**config.mk**
```make
export PLATFORM = sky130hd
export DESIGN_NAME = joint_enable_sequencer_unit
export DESIGN_NICKNAME = d
export VERILOG_FILES = /design/src/hdl/jes_pkg.sv /design/src/hdl/jes_ctrl.sv /design/src/hdl/jes_dp.sv /design/src/hdl/joint_enable_sequencer_unit.sv
export SDC_FILE = /design/constraint.sdc
export NUM_CORES = 1
export LEC_CHECK = 0
export BUFFER_PORTS_ARGS = -buffer_cell sky130_fd_sc_hd__buf_2
export CAP_MARGIN = 20
export CORE_MARGIN = 10
export CORE_UTILIZATION = 41
export CTS_BUF_LIST = sky130_fd_sc_hd__clkbuf_16
export CTS_CLUSTER_SIZE = 30
export DETAILED_ROUTE_END_ITERATION = 16
export PLACE_DENSITY_LB_ADDON = 0.3
export SKIP_LAST_GASP = 1
export SYNTH_ARGS = -nofsm -noshare
export SYNTH_HDL_FRONTEND = slang
export SYNTH_SLANG_ARGS = --single-unit
```
**constraint.sdc**
```tcl
create_clock -name clk -period 19.7 [get_ports clk]
set_clock_uncertainty 0.05 [all_clocks]
set_input_delay 1.97 -clock clk [delete_from_list [all_inputs] [get_ports clk]]
set_output_delay 1.97 -clock clk [all_outputs]
set_load 0.005 [all_outputs]
```
**src/hdl/jes_pkg.sv**
```systemverilog
// shared types and constants of the joint enable sequencer
// no dependencies; used by jes_ctrl, jes_dp and joint_enable_sequencer_unit
package jes_pkg;

	localparam int unsigned NUM_JOINTS = 3;

	// input word kinds
	localparam logic [1:0] KIND_FRAME   = 2'd0;
	localparam logic [1:0] KIND_ENABLE  = 2'd1;
	localparam logic [1:0] KIND_DISABLE = 2'd2;
	localparam logic [1:0] KIND_TICK    = 2'd3;

	// result kinds
	localparam logic [1:0] RES_POSITION = 2'd0;
	localparam logic [1:0] RES_INTERNAL = 2'd1;
	localparam logic [1:0] RES_JOINT    = 2'd2;

	// joint commands
	localparam logic [1:0] CMD_NONE    = 2'd0;
	localparam logic [1:0] CMD_RESET   = 2'd1;
	localparam logic [1:0] CMD_ENABLE  = 2'd2;
	localparam logic [1:0] CMD_DISABLE = 2'd3;

	// configuration register indexes
	localparam logic [2:0] CFG_JOINT_COUNT = 3'd0;
	localparam logic [2:0] CFG_BASE_FIRST  = 3'd1;
	localparam logic [2:0] CFG_BASE_SECOND = 3'd2;
	localparam logic [2:0] CFG_BASE_THIRD  = 3'd3;
	localparam logic [2:0] CFG_TIMEOUT     = 3'd4;

	// configuration reset values
	localparam logic [1:0]  RST_JOINT_COUNT = 2'd3;
	localparam logic [10:0] RST_BASE_FIRST  = 11'd16;
	localparam logic [10:0] RST_BASE_SECOND = 11'd32;
	localparam logic [10:0] RST_BASE_THIRD  = 11'd48;
	localparam logic [15:0] RST_TIMEOUT     = 16'd40;

	// error byte codes
	localparam logic [7:0] ERR_READY     = 8'h04;
	localparam logic [7:0] ERR_NONE      = 8'h00;
	localparam logic [7:0] MARK_INTERNAL = 8'hE0;

	typedef enum logic [2:0] {
		M_INIT      = 3'd0,
		M_ERRRESET  = 3'd1,
		M_ENABLING  = 3'd2,
		M_ENABLED   = 3'd3,
		M_DISABLING = 3'd4,
		M_DISABLED  = 3'd5
	} joint_mode_t;

	typedef enum logic [2:0] {
		ST_IDLE,
		ST_FRAME,
		ST_TICK,
		ST_ARM,
		ST_EMIT
	} jes_state_t;

	// controller to datapath
	typedef struct packed {
		logic       take;
		logic       do_frame;
		logic       do_tick;
		logic       do_arm;
		logic       do_emit;
		logic [1:0] idx;
	} jes_cmd_t;

	// datapath to controller
	typedef struct packed {
		logic [1:0] n_used;
		logic [1:0] res_cnt;
		logic       out_free;
	} jes_stat_t;

endpackage

```
**src/hdl/jes_ctrl.sv**
```systemverilog
// controller state machine of the joint enable sequencer
// depends on jes_pkg; drives jes_dp through jes_cmd_t
module jes_ctrl (
	input  logic              clk,
	input  logic              arst_n,
	input  logic              in_valid,
	input  logic [1:0]        in_kind,
	output logic              in_stall,
	output jes_pkg::jes_cmd_t cmd_o,
	input  jes_pkg::jes_stat_t stat_i
);

	jes_pkg::jes_state_t state_q, state_n;
	logic [1:0] idx_q, idx_n;
	logic       take;

	assign in_stall = (state_q != jes_pkg::ST_IDLE);
	assign take     = in_valid && !in_stall;

	always_comb begin
		state_n = state_q;
		idx_n   = idx_q;
		case (state_q)
			jes_pkg::ST_IDLE: begin
				idx_n = 2'd0;
				if (take && in_kind == jes_pkg::KIND_FRAME) begin
					state_n = jes_pkg::ST_FRAME;
				end else if (take && in_kind == jes_pkg::KIND_TICK) begin
					state_n = jes_pkg::ST_TICK;
				end
			end
			jes_pkg::ST_FRAME: begin
				state_n = jes_pkg::ST_EMIT;
				idx_n   = 2'd0;
			end
			jes_pkg::ST_TICK: begin
				if (idx_q == stat_i.n_used - 2'd1) begin
					state_n = jes_pkg::ST_ARM;
					idx_n   = 2'd0;
				end else begin
					idx_n = idx_q + 2'd1;
				end
			end
			jes_pkg::ST_ARM: begin
				state_n = jes_pkg::ST_EMIT;
				idx_n   = 2'd0;
			end
			jes_pkg::ST_EMIT: begin
				if (stat_i.res_cnt == 2'd0) begin
					state_n = jes_pkg::ST_IDLE;
				end else if (stat_i.out_free) begin
					if (idx_q == stat_i.res_cnt - 2'd1) begin
						state_n = jes_pkg::ST_IDLE;
					end else begin
						idx_n = idx_q + 2'd1;
					end
				end
			end
			default: begin
				state_n = jes_pkg::ST_IDLE;
			end
		endcase
	end

	always_comb begin
		cmd_o          = '0;
		cmd_o.take     = take;
		cmd_o.idx      = idx_q;
		case (state_q)
			jes_pkg::ST_FRAME: cmd_o.do_frame = 1'b1;
			jes_pkg::ST_TICK:  cmd_o.do_tick  = 1'b1;
			jes_pkg::ST_ARM:   cmd_o.do_arm   = 1'b1;
			jes_pkg::ST_EMIT:  cmd_o.do_emit  = (stat_i.res_cnt != 2'd0) && stat_i.out_free;
			default: ;
		endcase
	end

	always_ff @(posedge clk or negedge arst_n) begin
		if (!arst_n) begin
			state_q <= jes_pkg::ST_IDLE;
			idx_q   <= 2'd0;
		end else begin
			state_q <= state_n;
			idx_q   <= idx_n;
		end
	end

	// the emit counter never runs past the buffered results
	a_emit_idx: assert property (@(posedge clk) disable iff (!arst_n)
		cmd_o.do_emit |-> (idx_q < stat_i.res_cnt))
		else $error("emit index beyond result count");

endmodule

```
**src/hdl/jes_dp.sv**
```systemverilog
// datapath of the joint enable sequencer: config, joint state, joint update,
// result buffer and output register; depends on jes_pkg, commanded by jes_ctrl
module jes_dp (
	input  logic               clk,
	input  logic               arst_n,
	input  jes_pkg::jes_cmd_t  cmd_i,
	output jes_pkg::jes_stat_t stat_o,
	input  logic [1:0]         kind,
	input  logic [10:0]        can_id,
	input  logic [7:0]         first_byte,
	input  logic [31:0]        payload_word,
	input  logic               cfg_we,
	input  logic [2:0]         cfg_index,
	input  logic [15:0]        cfg_data,
	input  logic               out_stall,
	output logic               out_valid,
	output logic [1:0]         result_kind,
	output logic [1:0]         joint_index,
	output logic signed [31:0] position_ticks,
	output logic [7:0]         error_byte,
	output logic [1:0]         command,
	output logic [2:0]         joint_mode,
	output logic               timed_out,
	output logic               arm_enabled,
	output logic               last
);

	localparam int unsigned NJ = jes_pkg::NUM_JOINTS;

	// configuration
	logic [1:0]  jc_q;
	logic [10:0] base_q [NJ];
	logic [15:0] tmo_q;

	// joint state
	jes_pkg::joint_mode_t mode_q [NJ];
	logic [7:0]  err_q [NJ];
	logic [15:0] timer_q [NJ];
	logic [NJ-1:0] en_pend_q, dis_pend_q;
	logic        arm_q, chk_q;
	logic [1:0]  sel_q;

	// latched input word
	logic [10:0] id_q;
	logic [7:0]  byte_q;
	logic [31:0] word_q;

	// result buffer
	logic [1:0]  rb_kind_q [NJ];
	logic [1:0]  rb_joint_q [NJ];
	logic [31:0] rb_pos_q [NJ];
	logic [7:0]  rb_err_q [NJ];
	logic [1:0]  rb_cmd_q [NJ];
	logic [2:0]  rb_mode_q [NJ];
	logic        rb_tmo_q [NJ];
	logic [1:0]  cnt_q;

	logic [1:0]  n_used;
	logic        out_free;

	assign n_used   = (jc_q == 2'd0) ? 2'd1 : jc_q;
	assign out_free = !out_valid || !out_stall;

	assign stat_o.n_used   = n_used;
	assign stat_o.res_cnt  = cnt_q;
	assign stat_o.out_free = out_free;

	// frame decode
	logic [11:0] id12;
	logic [1:0]  sel_n;
	logic        sel_used, hit_pos, hit_int;

	always_comb begin
		id12 = {1'b0, id_q};
		if (id12 < {1'b0, base_q[0]} + 12'd4) begin
			sel_n = 2'd0;
		end else if (id12 < {1'b0, base_q[1]} + 12'd4) begin
			sel_n = 2'd1;
		end else if (id_q >= base_q[2]) begin
			sel_n = 2'd2;
		end else begin
			sel_n = sel_q;
		end
		sel_used = sel_n < n_used;
		hit_pos  = sel_used && (id12 == {1'b0, base_q[sel_n]} + 12'd1);
		hit_int  = sel_used && (id12 == {1'b0, base_q[sel_n]} + 12'd2)
			&& (byte_q == jes_pkg::MARK_INTERNAL) && (word_q != 32'd0);
	end

	// one joint update per cycle, joint chosen by the controller's counter
	logic [1:0]  j;
	logic [7:0]  e;
	logic [16:0] elapsed;
	logic        expired;
	logic [15:0] wait_cnt, tmr_n;
	jes_pkg::joint_mode_t m_n;
	logic [1:0]  jcmd;
	logic        jtmo, en_clr, dis_clr, chk_set;

	always_comb begin
		j        = cmd_i.idx;
		e        = err_q[j];
		elapsed  = {1'b0, timer_q[j]} + 17'd1;
		expired  = elapsed > {1'b0, tmo_q};
		wait_cnt = elapsed[16] ? 16'hFFFF : elapsed[15:0];
		m_n      = mode_q[j];
		tmr_n    = timer_q[j];
		jcmd     = jes_pkg::CMD_NONE;
		jtmo     = 1'b0;
		en_clr   = 1'b0;
		dis_clr  = 1'b0;
		chk_set  = 1'b0;
		case (mode_q[j])
			jes_pkg::M_INIT: begin
				if (en_pend_q[j]) begin
					m_n = jes_pkg::M_ERRRESET; jcmd = jes_pkg::CMD_RESET; tmr_n = 16'd0;
				end
			end
			jes_pkg::M_ERRRESET: begin
				if (e == jes_pkg::ERR_READY) begin
					m_n = jes_pkg::M_ENABLING; chk_set = 1'b1;
					jcmd = jes_pkg::CMD_ENABLE; tmr_n = 16'd0;
				end else if (expired) begin
					m_n = jes_pkg::M_INIT; jtmo = 1'b1;
				end else begin
					tmr_n = wait_cnt;
				end
			end
			jes_pkg::M_ENABLING: begin
				if (e == jes_pkg::ERR_NONE) begin
					m_n = jes_pkg::M_ENABLED; en_clr = 1'b1;
				end else if (expired) begin
					m_n = jes_pkg::M_DISABLED; jtmo = 1'b1;
				end else begin
					tmr_n = wait_cnt;
				end
			end
			jes_pkg::M_ENABLED: begin
				if (e != jes_pkg::ERR_NONE) begin
					m_n = jes_pkg::M_INIT;
				end else if (dis_pend_q[j]) begin
					m_n = jes_pkg::M_DISABLING; chk_set = 1'b1;
					jcmd = jes_pkg::CMD_DISABLE; tmr_n = 16'd0;
				end
			end
			jes_pkg::M_DISABLING: begin
				if (e == jes_pkg::ERR_READY) begin
					m_n = jes_pkg::M_DISABLED; dis_clr = 1'b1;
				end else if (expired) begin
					m_n = jes_pkg::M_ENABLED; jtmo = 1'b1;
				end else begin
					tmr_n = wait_cnt;
				end
			end
			jes_pkg::M_DISABLED: begin
				if (e != jes_pkg::ERR_READY) begin
					m_n = jes_pkg::M_INIT;
				end else if (en_pend_q[j]) begin
					m_n = jes_pkg::M_ENABLING; chk_set = 1'b1;
					jcmd = jes_pkg::CMD_ENABLE; tmr_n = 16'd0;
				end
			end
			default: ;
		endcase
	end

	// arm check over joints in use
	logic all_on, all_off;

	always_comb begin
		all_on  = 1'b1;
		all_off = 1'b1;
		for (int k = 0; k < NJ; k++) begin
			if (k < int'(n_used)) begin
				all_on  = all_on && (mode_q[k] == jes_pkg::M_ENABLED);
				all_off = all_off && (mode_q[k] == jes_pkg::M_DISABLED);
			end
		end
	end

	// control state
	always_ff @(posedge clk or negedge arst_n) begin
		if (!arst_n) begin
			jc_q       <= jes_pkg::RST_JOINT_COUNT;
			base_q[0]  <= jes_pkg::RST_BASE_FIRST;
			base_q[1]  <= jes_pkg::RST_BASE_SECOND;
			base_q[2]  <= jes_pkg::RST_BASE_THIRD;
			tmo_q      <= jes_pkg::RST_TIMEOUT;
			for (int k = 0; k < NJ; k++) begin
				mode_q[k]  <= jes_pkg::M_INIT;
				err_q[k]   <= 8'd0;
				timer_q[k] <= 16'd0;
			end
			en_pend_q  <= '0;
			dis_pend_q <= '0;
			arm_q      <= 1'b0;
			chk_q      <= 1'b0;
			sel_q      <= 2'd0;
			cnt_q      <= 2'd0;
			out_valid  <= 1'b0;
		end else begin
			if (cfg_we) begin
				case (cfg_index)
					jes_pkg::CFG_JOINT_COUNT: jc_q      <= cfg_data[1:0];
					jes_pkg::CFG_BASE_FIRST:  base_q[0] <= cfg_data[10:0];
					jes_pkg::CFG_BASE_SECOND: base_q[1] <= cfg_data[10:0];
					jes_pkg::CFG_BASE_THIRD:  base_q[2] <= cfg_data[10:0];
					jes_pkg::CFG_TIMEOUT:     tmo_q     <= cfg_data;
					default: ;
				endcase
			end
			if (cmd_i.take && kind == jes_pkg::KIND_ENABLE) begin
				en_pend_q <= '1;
			end
			if (cmd_i.take && kind == jes_pkg::KIND_DISABLE) begin
				dis_pend_q <= '1;
			end
			if (cmd_i.do_frame) begin
				sel_q <= sel_n;
				cnt_q <= (hit_pos || hit_int) ? 2'd1 : 2'd0;
				if (hit_pos) begin
					err_q[sel_n] <= byte_q;
				end
			end
			if (cmd_i.do_tick) begin
				mode_q[j]  <= m_n;
				timer_q[j] <= tmr_n;
				if (en_clr) begin
					en_pend_q[j] <= 1'b0;
				end
				if (dis_clr) begin
					dis_pend_q[j] <= 1'b0;
				end
				if (chk_set) begin
					chk_q <= 1'b1;
				end
			end
			if (cmd_i.do_arm) begin
				cnt_q <= n_used;
				if (chk_q && all_on) begin
					arm_q <= 1'b1; chk_q <= 1'b0;
				end else if (chk_q && all_off) begin
					arm_q <= 1'b0; chk_q <= 1'b0;
				end
			end
			if (cmd_i.do_emit) begin
				out_valid <= 1'b1;
			end else if (!out_stall) begin
				out_valid <= 1'b0;
			end
		end
	end

	// payload registers
	always_ff @(posedge clk) begin
		if (cmd_i.take) begin
			id_q   <= can_id;
			byte_q <= first_byte;
			word_q <= payload_word;
		end
		if (cmd_i.do_frame) begin
			rb_kind_q[0]  <= hit_pos ? jes_pkg::RES_POSITION : jes_pkg::RES_INTERNAL;
			rb_joint_q[0] <= sel_n;
			rb_pos_q[0]   <= hit_pos ? word_q : 32'd0;
			rb_err_q[0]   <= hit_pos ? byte_q : err_q[sel_n];
			rb_cmd_q[0]   <= jes_pkg::CMD_NONE;
			rb_mode_q[0]  <= mode_q[sel_n];
			rb_tmo_q[0]   <= 1'b0;
		end
		if (cmd_i.do_tick) begin
			rb_kind_q[j]  <= jes_pkg::RES_JOINT;
			rb_joint_q[j] <= j;
			rb_pos_q[j]   <= 32'd0;
			rb_err_q[j]   <= e;
			rb_cmd_q[j]   <= jcmd;
			rb_mode_q[j]  <= m_n;
			rb_tmo_q[j]   <= jtmo;
		end
		if (cmd_i.do_emit) begin
			result_kind    <= rb_kind_q[cmd_i.idx];
			joint_index    <= rb_joint_q[cmd_i.idx];
			position_ticks <= $signed(rb_pos_q[cmd_i.idx]);
			error_byte     <= rb_err_q[cmd_i.idx];
			command        <= rb_cmd_q[cmd_i.idx];
			joint_mode     <= rb_mode_q[cmd_i.idx];
			timed_out      <= rb_tmo_q[cmd_i.idx];
			arm_enabled    <= arm_q;
			last           <= (cmd_i.idx == cnt_q - 2'd1);
		end
	end

	// joint walk stays inside the joints in use
	a_tick_range: assert property (@(posedge clk) disable iff (!arst_n)
		cmd_i.do_tick |-> (cmd_i.idx < n_used))
		else $error("tick update on unused joint");

	// a result is loaded only into a free output register
	a_emit_free: assert property (@(posedge clk) disable iff (!arst_n)
		cmd_i.do_emit |-> out_free)
		else $error("output register overwritten");

	// a frame, tick or arm step never overlaps an emit
	a_no_overlap: assert property (@(posedge clk) disable iff (!arst_n)
		(cmd_i.do_frame || cmd_i.do_arm || cmd_i.do_tick) |-> !cmd_i.do_emit)
		else $error("datapath steps overlap");

endmodule

```
**src/hdl/joint_enable_sequencer_unit.sv**
```systemverilog
// a request word only sets the pending flags; a frame word goes through frame decode
// and then the emit step; a tick word takes one shared joint update step per joint
// in use, one arm check, then one result loaded per cycle while the output is free
// input stalls until the last result is loaded into the single output register
// reset: asynchronous, active low; config back to defaults, all joints in init
// top level of the joint enable sequencer; depends on jes_pkg, jes_ctrl and jes_dp
module joint_enable_sequencer_unit (
	input  logic               clk,
	input  logic               arst_n,

	// input word channel
	input  logic               in_valid,
	output logic               in_stall,
	input  logic [1:0]         kind,
	input  logic [10:0]        can_id,
	input  logic [7:0]         first_byte,
	input  logic [31:0]        payload_word,

	// configuration write channel
	input  logic               cfg_valid,
	output logic               cfg_ready,
	input  logic [2:0]         cfg_index,
	input  logic [15:0]        cfg_data,

	// result word channel
	output logic               out_valid,
	input  logic               out_stall,
	output logic [1:0]         result_kind,
	output logic [1:0]         joint_index,
	output logic signed [31:0] position_ticks,
	output logic [7:0]         error_byte,
	output logic [1:0]         command,
	output logic [2:0]         joint_mode,
	output logic               timed_out,
	output logic               arm_enabled,
	output logic               last
);

	jes_pkg::jes_cmd_t  cmd;
	jes_pkg::jes_stat_t stat;

	// config writes land directly in the datapath registers
	assign cfg_ready = 1'b1;

	// controller: accepts a word only when idle, walks joints, paces results
	jes_ctrl u_ctrl (
		.clk      (clk),
		.arst_n   (arst_n),
		.in_valid (in_valid),
		.in_kind  (kind),
		.in_stall (in_stall),
		.cmd_o    (cmd),
		.stat_i   (stat)
	);

	// datapath: joint state, frame decode, joint update, result buffer
	jes_dp u_dp (
		.clk            (clk),
		.arst_n         (arst_n),
		.cmd_i          (cmd),
		.stat_o         (stat),
		.kind           (kind),
		.can_id         (can_id),
		.first_byte     (first_byte),
		.payload_word   (payload_word),
		.cfg_we         (cfg_valid && cfg_ready),
		.cfg_index      (cfg_index),
		.cfg_data       (cfg_data),
		.out_stall      (out_stall),
		.out_valid      (out_valid),
		.result_kind    (result_kind),
		.joint_index    (joint_index),
		.position_ticks (position_ticks),
		.error_byte     (error_byte),
		.command        (command),
		.joint_mode     (joint_mode),
		.timed_out      (timed_out),
		.arm_enabled    (arm_enabled),
		.last           (last)
	);

	// an accepted tick or frame word keeps the input stalled next cycle
	a_busy_after_work: assert property (@(posedge clk) disable iff (!arst_n)
		(in_valid && !in_stall && (kind == jes_pkg::KIND_TICK || kind == jes_pkg::KIND_FRAME))
		|=> in_stall)
		else $error("input accepted while a word is in work");

endmodule

```
**Yosys cells after proc, flatten, opt, wreduce, memory -nomap -nowiden**

Memories as Yosys holds them, arrays and structs flattened. A register that Yosys moved wholly into a read port is not among the register bits.
Index checks and enable logic that the tools add are counted.

- Memories: 7
- Register bits after elaboration: 203
- Output and inout bits: 55
- Memory bits (writable): 150

- $add $sub $neg: 8
- Muxes and demuxes: 147
- Bitwise logic cells: 5
- Order comparisons: 14
- Equal/unequal tests: 37
- Reductions and logical operators: 57

Memories:

| name | words | bits a word | read ports | clocked after memory_dff | wr ports | RTL line | source |
|---|---|---|---|---|---|---|---|
| u_dp.rb_pos_q | 3 | 32 | 1 | 1 | 1 | jes_dp.sv:51 | `logic [31:0] rb_pos_q [NJ];` |
| u_dp.rb_err_q | 3 | 8 | 1 | 1 | 1 | jes_dp.sv:52 | `logic [7:0] rb_err_q [NJ];` |
| u_dp.rb_mode_q | 3 | 3 | 1 | 1 | 1 | jes_dp.sv:54 | `logic [2:0] rb_mode_q [NJ];` |
| u_dp.rb_cmd_q | 3 | 2 | 1 | 1 | 1 | jes_dp.sv:53 | `logic [1:0] rb_cmd_q [NJ];` |
| u_dp.rb_joint_q | 3 | 2 | 1 | 1 | 1 | jes_dp.sv:50 | `logic [1:0] rb_joint_q [NJ];` |
| u_dp.rb_kind_q | 3 | 2 | 1 | 1 | 1 | jes_dp.sv:49 | `logic [1:0] rb_kind_q [NJ];` |
| +1 memories | -- | -- | -- | -- | -- | -- |  |

Operator list:

| cell | count |
|---|---|
| two-way mux 16 bit | 12 |
| case mux 16 bit (6 select lines) | 1 |
| two-way mux 3 bit | 29 |
| two-way mux 32 bit | 2 |
| two-way mux 8 bit | 7 |
| two-way mux 2 bit | 25 |
| bitwise mux 48 bit | 1 |
| two-way mux 1 bit | 48 |
| binary-select mux 16 bit (select 2 bit) | 1 |
| binary-select mux 8 bit (select 2 bit) | 2 |
| demux 16 bit (select 2 bit) | 1 |
| nonzero test 32 bit | 1 |
| OR reduction 32 bit | 1 |
| equality test 3 x 2 -> 1 bit (second input constant) | 9 |
| adder 11 x 3 -> 12 bit (second input constant) | 2 |
| bitwise mux 24 bit | 1 |
| equality test 11 x 12 -> 1 bit | 2 |
| < comparator 11 x 12 -> 1 bit | 2 |
| binary-select mux 11 bit (select 2 bit) | 1 |
| two-way mux 11 bit | 2 |
| equality test 3 bit (second input constant) | 7 |
| logical AND 1 bit | 19 |
| case mux 3 bit (6 select lines) | 1 |
| adder 16 x 1 -> 17 bit (second input constant) | 1 |
| other kinds (51) | 90 |

**Depth between registers and ports, before layout**

Gate-level depths: netlist of the first run.

- Word-level depth: 17
- Mapped depth: 25
- Gate-level depth less buffers: 21

**By module**

A second synthesis of the first run with hierarchy kept.

- Cells, all modules: 1599
- Area total of the unflattened synthesis: 16873.7 um^2

Modules (own cells, without submodules):

| module | instances | sequential area each (um^2) | cells each | area an instance (um^2) |
|---|---|---|---|---|
| jes_dp | 1 | 8853.5 | 1551 | 16462.0 |
| jes_ctrl | 1 | 125.1 | 46 | 400.4 |
| joint_enable_sequencer_unit | 1 | 0.0 | 2 | 11.3 |

**Worst setup path after synthesis of the first run**

No wires, ideal clock.

- Kind: flip-flop to flip-flop
- From: reg u_ctrl.idx_q[0]
- To: mem u_dp.rb_cmd_q[1][0], enable pin
- Buffers on the path: 6
- Path slack: 13.425 ns
- Cell stages (with the launch flop): 9
- Required time: 19.131 ns
- Arrival: 5.706 ns
- Cells stage by stage: dfrtp_1 -> buf_2 -> buf_4 -> buf_2 -> buf_2 -> buf_1 -> buf_1 -> inv_1 -> nor3_1

- Cells in the longest elaborated chain, start to end: 1

RTL lines:

| element | RTL line | source |
|---|---|---|
| from (decl) | jes_ctrl.sv:14 | `logic [1:0] idx_q, idx_n;` |
| from (signal assigned) | jes_ctrl.sv:84 | `idx_q <= idx_n;` |
| two-way mux 2 bit (no source line) | -- |  |
| to (decl) | jes_dp.sv:53 |  |

No other way between the ends.

**Worst setup path after layout of the first run**

- From: reg u_dp.base_q[26] in the netlist's numbering
- To: mem u_dp.rb_pos_q[2][1] (data pin)

- Cells in the longest elaborated chain, start to end: 12
- Elaborated cells on any way between the ends: 13
- Classes of those cells: add/sub (2); order compare (2); eq/ne (1); mux (6); bitwise (1); reduce/logical (1)

RTL lines:

| element | RTL line | source |
|---|---|---|
| from (decl) | jes_dp.sv:32 | `logic [10:0] base_q [NJ];` |
| adder 11 x 3 -> 12 bit | jes_dp.sv:75 | `if (id12 < {1'b0, base_q[0]} + 12'd4) begin` |
| < comparator 11 x 12 -> 1 bit | jes_dp.sv:75 |  |
| two-way mux 2 bit | jes_dp.sv:75 |  |
| inverter 2 -> 3 bit (not written as such) | jes_dp.sv:85 | `hit_pos = sel_used && (id12 == {1'b0, base_q[sel_n]} + 12'd1);` |
| binary-select mux 11 bit (select 2 bit) | jes_dp.sv:85 |  |
| two-way mux 11 bit (not written as such) (2 in a row) | jes_dp.sv:85 |  |
| adder 11 x 1 -> 12 bit | jes_dp.sv:85 |  |
| equality test 11 x 12 -> 1 bit | jes_dp.sv:85 |  |
| logical AND 1 bit (*) | jes_dp.sv:85 |  |
| two-way mux 32 bit (*) | jes_dp.sv:264 | `rb_pos_q[0] <= hit_pos ? word_q : 32'd0;` |
| two-way mux 32 bit (no source line) (*) | -- |  |
| to (decl) | jes_dp.sv:51 |  |

Mark *: on every way between the ends. The rest lies on a longest branch, timed or not. The select of a mux whose other input is x is not followed.

==> flow_metrics.py, run 1 <==
metrics = {
    "setup_path": {
        "rrSetupSlack_ps": 13290,
        "arrival_ps": 6780,
        "critical_path.max_fanout": 20,
        "worst-endpoint-required_ps": 20070,
        "start_kind": "register",
        "r2r_cells": 20,
        "endpoint_kind": "register",
        "r2r_end": "u_dp.rb_pos_q[2][1]",
        "timing.rr.start": "u_dp.base_q[26]",
        "crit_type": "register to register",
    },
    "status": {
        "status": "finished, final reports clean",
    },
    "placed_design": {
        "gp_congestion": 0.887,
        "dp_hpwl_um": 32700,
        "place_area_um2": 20400,
        "place.port_buffers": 130,
    },
    "layout": {
        "layout_common_cells": "edfxtp_1 (253), nand2_1 (235), o21ai_0 (190)",
        "diodes": 0,
        "drive_gt1_frac": 0.175,
        "mostFrequentLayoutCell": "edfxtp_1",
        "fin_area_um2": 21900,
        "nets": 1873,
        "area_delta_synth_final_pct": 14.6,
    },
    "power_and_ir_drop": {
        "p_sw_mw": 1.08,
        "power_density_nw_per_um2": 137,
        "ir_drop_mv": 0.0835,
        "seqPwrFrac": 0.412,
        "p_int_mw": 1.91,
        "power_frac_clock": 0.276,
        "combPwrFrac": 0.312,
        "sw_frac_of_total": 0.360,
        "power_leakage_nw": 8.45,
    },
    "grt": {
        "grt_remaining_overflow": 0,
        "grt_max_degree": 102,
        "first_global_vias": 13000,
        "grt_antenna_before_repair": 0,
        "grt_use_total": 0.168,
        "grt_pass1_wl_um": 75500,
    },
    "floorplan": {
        "coreArea_um2": 46400,
        "dieArea_um2": 55600,
        "initial_core_util": 0.412,
        "ioPinCount": 132,
        "fp-row-count": 79,
        "die_h_um": 236,
        "die_w_um": 236,
    },
    "synth": {
        "ys_seq_area_frac": 0.595,
        "synthCells": 1624,
        "ys_types": 83,
        "synth_enable_flop_cells": 253,
        "ys_seq_elements": 403,
        "synth_warnings": 0,
        "postSynthNetCount": 1758,
        "synth-main-ff-cell": "edfxtp_1",
        "ys_async_sr_fraction": 0.372,
        "synth.cell_area_um2": 19100,
        "syn_avg_cell_area_um2": 11.8,
    },
    "sta": {
        "worstMarginPinSlew_ps": 971,
        "fin_crit_sh": 0.325,
        "finalMaxSlewViolations": 0,
        "rsz0062_at_grt": "false",
        "tns_ps": 0,
        "max_slew_margin": 0.353,
        "setup-violations-final": 0,
        "period_needed_ps": 6410,
        "finalHoldViolCount": 0,
        "fmax_ghz": 0.156,
        "holdWs_ps": 409,
    },
    "clock_tree": {
        "root_buffer": "clkbuf_16",
        "cts.repair.resized": 0,
        "clkSlewWorstSetupHoldPaths_ps": 60,
        "clock_latency_ps": 580,
        "clkSinkCount": 403,
        "cts_buffers": 44,
        "cts_setup_buffers": 0,
        "clock_path_buffers": 3,
        "ctsHtreeMaxLevel": 2,
        "hold_buffers": 0,
        "cts_tree": "built",
    },
    "min_path": {
        "min_path_cells": 0,
        "hold_end": "u_dp.arm_enabled",
        "hp-start": "u_dp.arm_q",
        "hp-class": "register to register",
    },
    "detailed_routing": {
        "drt_pass1_iterations": 6,
        "wire_per_inst_um": 20.2,
        "routed_wl_um": 48100,
        "ant_nets": 0,
        "drc": 0,
        "via_count": 13100,
        "via_per_inst": 5.49,
        "dr.first_iter.drc_count": 1209,
    },
    "job": {
        "drv_cap": 0,
    },
}
[layout make-up]
class	instances	area, um^2
Multi-Input combinational cell	1088	7260
Timing Repair Buffer	150	851
Clock buffer	45	1130
Fill cell	4168	24500
Tap cell	607	759
Clock inverter	37	333
Inverter	52	195
Sequential cell	403	11400
[worst max-delay path: stages, from the launching register on]
cell and delay [ps]:
dfstp_2 590, and3_1 230, and2_1 180, nand3_1 90
xor2_1 160, ha_1 300, a21oi_1 130, o22ai_1 80
o21ai_0 260, o21a_1 570, a211oi_1 180, a211oi_2 320
ha_1 340, o211ai_1 220, nor4_2 540, o2111ai_1 150
nor3b_1 170, nand4bb_1 430, nor3_2 680, buf_4 360
and2_1 210
[power groups by stage]
| stage | Sequential, mW | Clock (mW) | Combinational (mW) |
|---|---|---|---|
| 6_report | 1.23 | 0.825 | 0.934 |
| 5_1_grt | 1.25 | 0.881 | 1.03 |
| 4_1_cts | 1.23 | 0.847 | 0.933 |
| 3_5_place_dp | 1.25 | 0 | 0.928 |
| 3_3_place_gp | 1.25 | 0 | 0.917 |
| 2_1_floorplan | 1.19 | 0 | 0.690 |
[synthesized netlist by cell type (30+ instances only)]
library cell	instances	area, um^2
mux2_2	52	586
xnor2_1	30	263
clkbuf_1	51	191
mux2i_1	87	871
and2_1	36	225
nand2_1	235	882
edfxtp_1	253	7600
nor2_1	56	210
inv_1	52	195
dfrtp_1	142	3550
a21oi_1	41	205
o21ai_0	190	951
ha_1	57	713
[worst max-delay path by stage]
stage / start / to / slack [ps] / depth (start not counted)
after floorplan: u_ctrl.idx_q[0] / u_dp.rb_cmd_q[1][0] / 13430 / 8
after global placement: u_dp.base_q[26] / u_dp.rb_pos_q[0][3] / 13490 / 20
after detailed placement: u_dp.base_q[16] / u_dp.rb_pos_q[0][2] / 13320 / 23
after CTS: u_dp.base_q[16] / u_dp.rb_pos_q[2][1] / 13280 / 23
after global routing: u_dp.base_q[26] / u_dp.rb_pos_q[2][10] / 12720 / 20
final: u_dp.base_q[26] / u_dp.rb_pos_q[2][1] / 13290 / 20
[cells by family (layout without fill, tap and decap cells)]
family / count (synthesis) / count (layout) / synth area share
other: 1 / 1 / 0.000196
AOI/OAI and AO/OA: 372 / 372 / 0.120
xor gates and xnor gates: 51 / 51 / 0.0234
and+or+nand+nor: 468 / 468 / 0.119
adders and majority gates: 57 / 57 / 0.0373
muxes: 139 / 139 / 0.0762
buffers and inverters: 133 / 284 / 0.0291
DFF: 403 / 403 / 0.595
[per-layer routing]
metal	GRT usage	wire length, um	vias to the layer above
met5	0	0	-
met2	0.265	21800	380
met4	0.0521	1190	0
met3	0.0285	2510	79
met1	0.233	22600	6408
li1	-	-	6212
[sequential cells by signal, indices dropped and copies added, names as in the netlist, 9 cells and up]
register / cells
u_dp.base_q: 33
u_dp.err_q: 24
u_dp.id_q: 11
u_dp.mode_q: 9
u_dp.position_ticks: 32
u_dp.rb_err_q: 24
u_dp.rb_mode_q: 9
u_dp.rb_pos_q: 96
u_dp.timer_q: 48
u_dp.tmo_q: 16
u_dp.word_q: 32
[stage by stage]
stage / std cells / power [mW] / utilization / setup WS, ps
floorplan: 1624 / 1.88 / - / 13430
finish: 2382 / 2.99 / 0.472 / 13290
detailed placement: 2299 / 2.18 / 0.440 / 13320
global placement: 2297 / 2.16 / 0.439 / 13490
CTS: 2381 / 3.01 / 0.472 / 13280
global route: 2382 / 3.16 / 0.472 / 12720
Note: power is estimated with default switching activity, not from simulation.
==> inputs of run 2 (changes only) <==
==> constraint.sdc (replaced) <==
create_clock -name clk -period 6.6 [get_ports clk]
set_clock_uncertainty 0.05 [all_clocks]
set_input_delay 0.66 -clock clk [delete_from_list [all_inputs] [get_ports clk]]
set_output_delay 0.66 -clock clk [all_outputs]
set_load 0.005 [all_outputs]
==> run 2 against run 1 <==
Compared with the run above: first-iteration DRC count is 7.4% lower; final cell count is 0.29% higher; flip-flop and latch count stayed put; hold slack worse by 300 ps; die area stayed put; critical path type unchanged; critical endpoint unchanged; largest cell class unchanged; largest power group unchanged.
==> flow_metrics.py, run 2 (synthesized netlist as in run 1, its figures left out) <==
metrics = {
    "status": {
        "status": "finished, final reports clean",
    },
    "sta": {
        "setup-violations-final": 0,
        "tns_ps": 0,
        "max_slew_margin": 0.363,
        "finalHoldViolCount": 0,
        "fmax_ghz": 0.165,
        "fin_crit_sh": 0.917,
        "period_needed_ps": 6050,
        "worstMarginPinSlew_ps": 955,
        "rsz0062_at_grt": "false",
        "setup_ws_ps": 548,
        "finalMaxSlewViolations": 0,
    },
    "layout": {
        "largest_reg_flops": 96,
        "nets": 1882,
        "nFillCells": 4191,
        "layout_common_cells": "edfxtp_1 (253), nand2_1 (235), o21ai_0 (190)",
        "reg_top3": "u_dp.rb_pos_q (96), u_dp.timer_q (48), u_dp.base_q (33)",
        "mostFrequentLayoutCell": "edfxtp_1",
        "top_register": "u_dp.rb_pos_q",
        "drive_gt1_frac": 0.178,
        "diodes": 0,
        "fin_cells": 2389,
        "area_delta_synth_final_pct": 14.6,
    },
    "setup_path": {
        "worst-endpoint-required_ps": 6980,
        "critical_path.max_fanout": 32,
        "cp_common_cell": "nand2_1",
        "path_cells": "and2_1 -> nand2_1 -> nor2_1 -> nand3_1 -> xor2_1 -> ha_1 -> nand3_1 -> o22ai_1 -> nor2_1 -> o22a_2 -> o31ai_4 -> nand2_1 -> nand2_1 -> ha_1 -> o211ai_1 -> nor4_2 -> o2111ai_1 -> nor3b_1 -> nand4bb_1 -> nor3_2 -> buf_4 -> and2_1",
        "cp_slowest_cell": "o31ai_4",
        "endpoint_kind": "register",
        "r2r_cells": 22,
        "start_kind": "register",
        "arrival_ps": 6440,
        "max_stage_delay_ps": 570,
        "crit_type": "register to register",
    },
    "detailed_routing": {
        "dr.first_iter.drc_count": 1119,
        "routed_wl_um": 48600,
        "wire_per_inst_um": 20.4,
        "drt_pass1_iterations": 10,
        "ant_nets": 0,
        "drc": 0,
        "via_per_inst": 5.45,
        "via_count": 13000,
    },
    "floorplan": {
        "ioPinCount": 132,
        "die_w_um": 236,
        "fp-row-count": 79,
        "coreArea_um2": 46400,
        "initial_core_util": 0.412,
        "dieArea_um2": 55600,
        "die_h_um": 236,
    },
    "min_path": {
        "hp-class": "primary input to async pin",
    },
    "power_and_ir_drop": {
        "power_frac_clock": 0.273,
        "p_int_mw": 5.69,
        "power_leakage_nw": 8.47,
        "power_density_nw_per_um2": 409,
        "ir_drop_mv": 0.238,
        "sw_frac_of_total": 0.364,
        "combPwrFrac": 0.319,
        "seqPwrFrac": 0.408,
        "p_sw_mw": 3.26,
    },
    "clock_tree": {
        "cts_setup_buffers": 0,
        "clkSlewWorstSetupHoldPaths_ps": 70,
        "clkSinkCount": 403,
        "cts_tree": "built",
        "hold_buffers": 0,
        "root_buffer": "clkbuf_16",
        "cts_buffers": 45,
        "clock_path_buffers": 3,
        "cts.repair.resized": 0,
        "ctsHtreeMaxLevel": 2,
        "clock_latency_ps": 580,
    },
    "grt": {
        "first_global_vias": 12900,
        "grt_use_total": 0.170,
        "grt_antenna_before_repair": 0,
        "grt_pass1_wl_um": 75600,
        "grt_max_degree": 91,
        "grt_remaining_overflow": 0,
    },
    "job": {
        "drv_cap": 0,
    },
    "placed_design": {
        "pre_cts_slack_ps": 601,
        "place_inst": 2307,
        "gp_congestion": 0.870,
        "place.port_buffers": 130,
        "dp_hpwl_um": 33000,
    },
}
## run 2: cell count changes in the layout (fill, tap and decap cells not counted)
| cell | before | now |
|---|---|---|
| clkinv_2 | 9 | 4 |
| buf_4 | 17 | 27 |
| clkinv_1 | 12 | 7 |
| clkinv_4 | 1 | 3 |
| inv_1 | 58 | 63 |
| clkinvlp_4 | 2 | 5 |
| bufinv_16 | 5 | 4 |
| buf_6 | 2 | 1 |
| buf_16 | 2 | 0 |
| clkbuf_8 | 0 | 1 |
## run 2: final cells by class
cell class	instances	area (um^2)	share of cell area
Clock buffer	45	1130	0.0514
Inverter	52	195	0.00891
Multi-Input combinational cell	1088	7260	0.331
Sequential cell	403	11400	0.519
Timing Repair Buffer	158	873	0.0399
Clock inverter	36	318	0.0145
Tap cell	607	759	0.0347
## run 2: power groups by stage
stage          Sequential [mW]  Clock [mW]  Combinational [mW]
2_1_floorplan             3.54           0                2.06
6_report                  3.65        2.44                2.86
3_3_place_gp              3.69           0                2.83
3_5_place_dp              3.69           0                2.86
4_1_cts                   3.65        2.50                2.88
5_1_grt                   3.70        2.61                3.18
## run 2: worst max-delay path, delay by kind of cell, from the launching register on
| kind | cells | cell delay, ps |
|---|---|---|
| buffers and inverters | 1 | 320 |
| and+or+nand+nor | 13 | 2620 |
| DFF | 1 | 560 |
| xor gates and xnor gates | 1 | 160 |
| adders and majority gates | 2 | 640 |
| AOI/OAI and AO/OA | 5 | 1510 |
## run 2: worst paths after layout
path,startpoint,endpoint,slack [ps]
min reg2reg,u_dp.timer_q[14],u_dp.timer_q[14],430
min,arst_n,u_dp.timer_q[38],110
min in group clk,payload_word[23],u_dp.word_q[23],200
max in group asynchronous,arst_n,u_ctrl.idx_q[1],5040
max,u_dp.base_q[16],u_dp.rb_pos_q[2][1],550
max reg2reg,u_dp.base_q[16],u_dp.rb_pos_q[2][1],550
## run 2: stage by stage
| step | hold slack, ps | total power [mW] | area [um^2] | util |
|---|---|---|---|---|
| 6_report | 108 | 8.95 | 21900 | 0.472 |
| 5_1_grt | 166 | 9.48 | 21900 | 0.472 |
| 4_1_cts | 119 | 9.03 | 21900 | 0.472 |
| 3_5_place_dp | 420 | 6.56 | 20400 | 0.441 |
| 3_3_place_gp | 410 | 6.52 | 20400 | 0.441 |
| 2_1_floorplan | 314 | 5.60 | 19100 | - |
## run 2: layer usage
metal  global-route usage  vias to the layer above  wire (um)
li1                     -                     6241          -
met1                0.232                     6364      22600
met2                0.273                      354      22700
met3               0.0295                       68       2360
met4               0.0501                        0       1020
met5                    0                        -          0
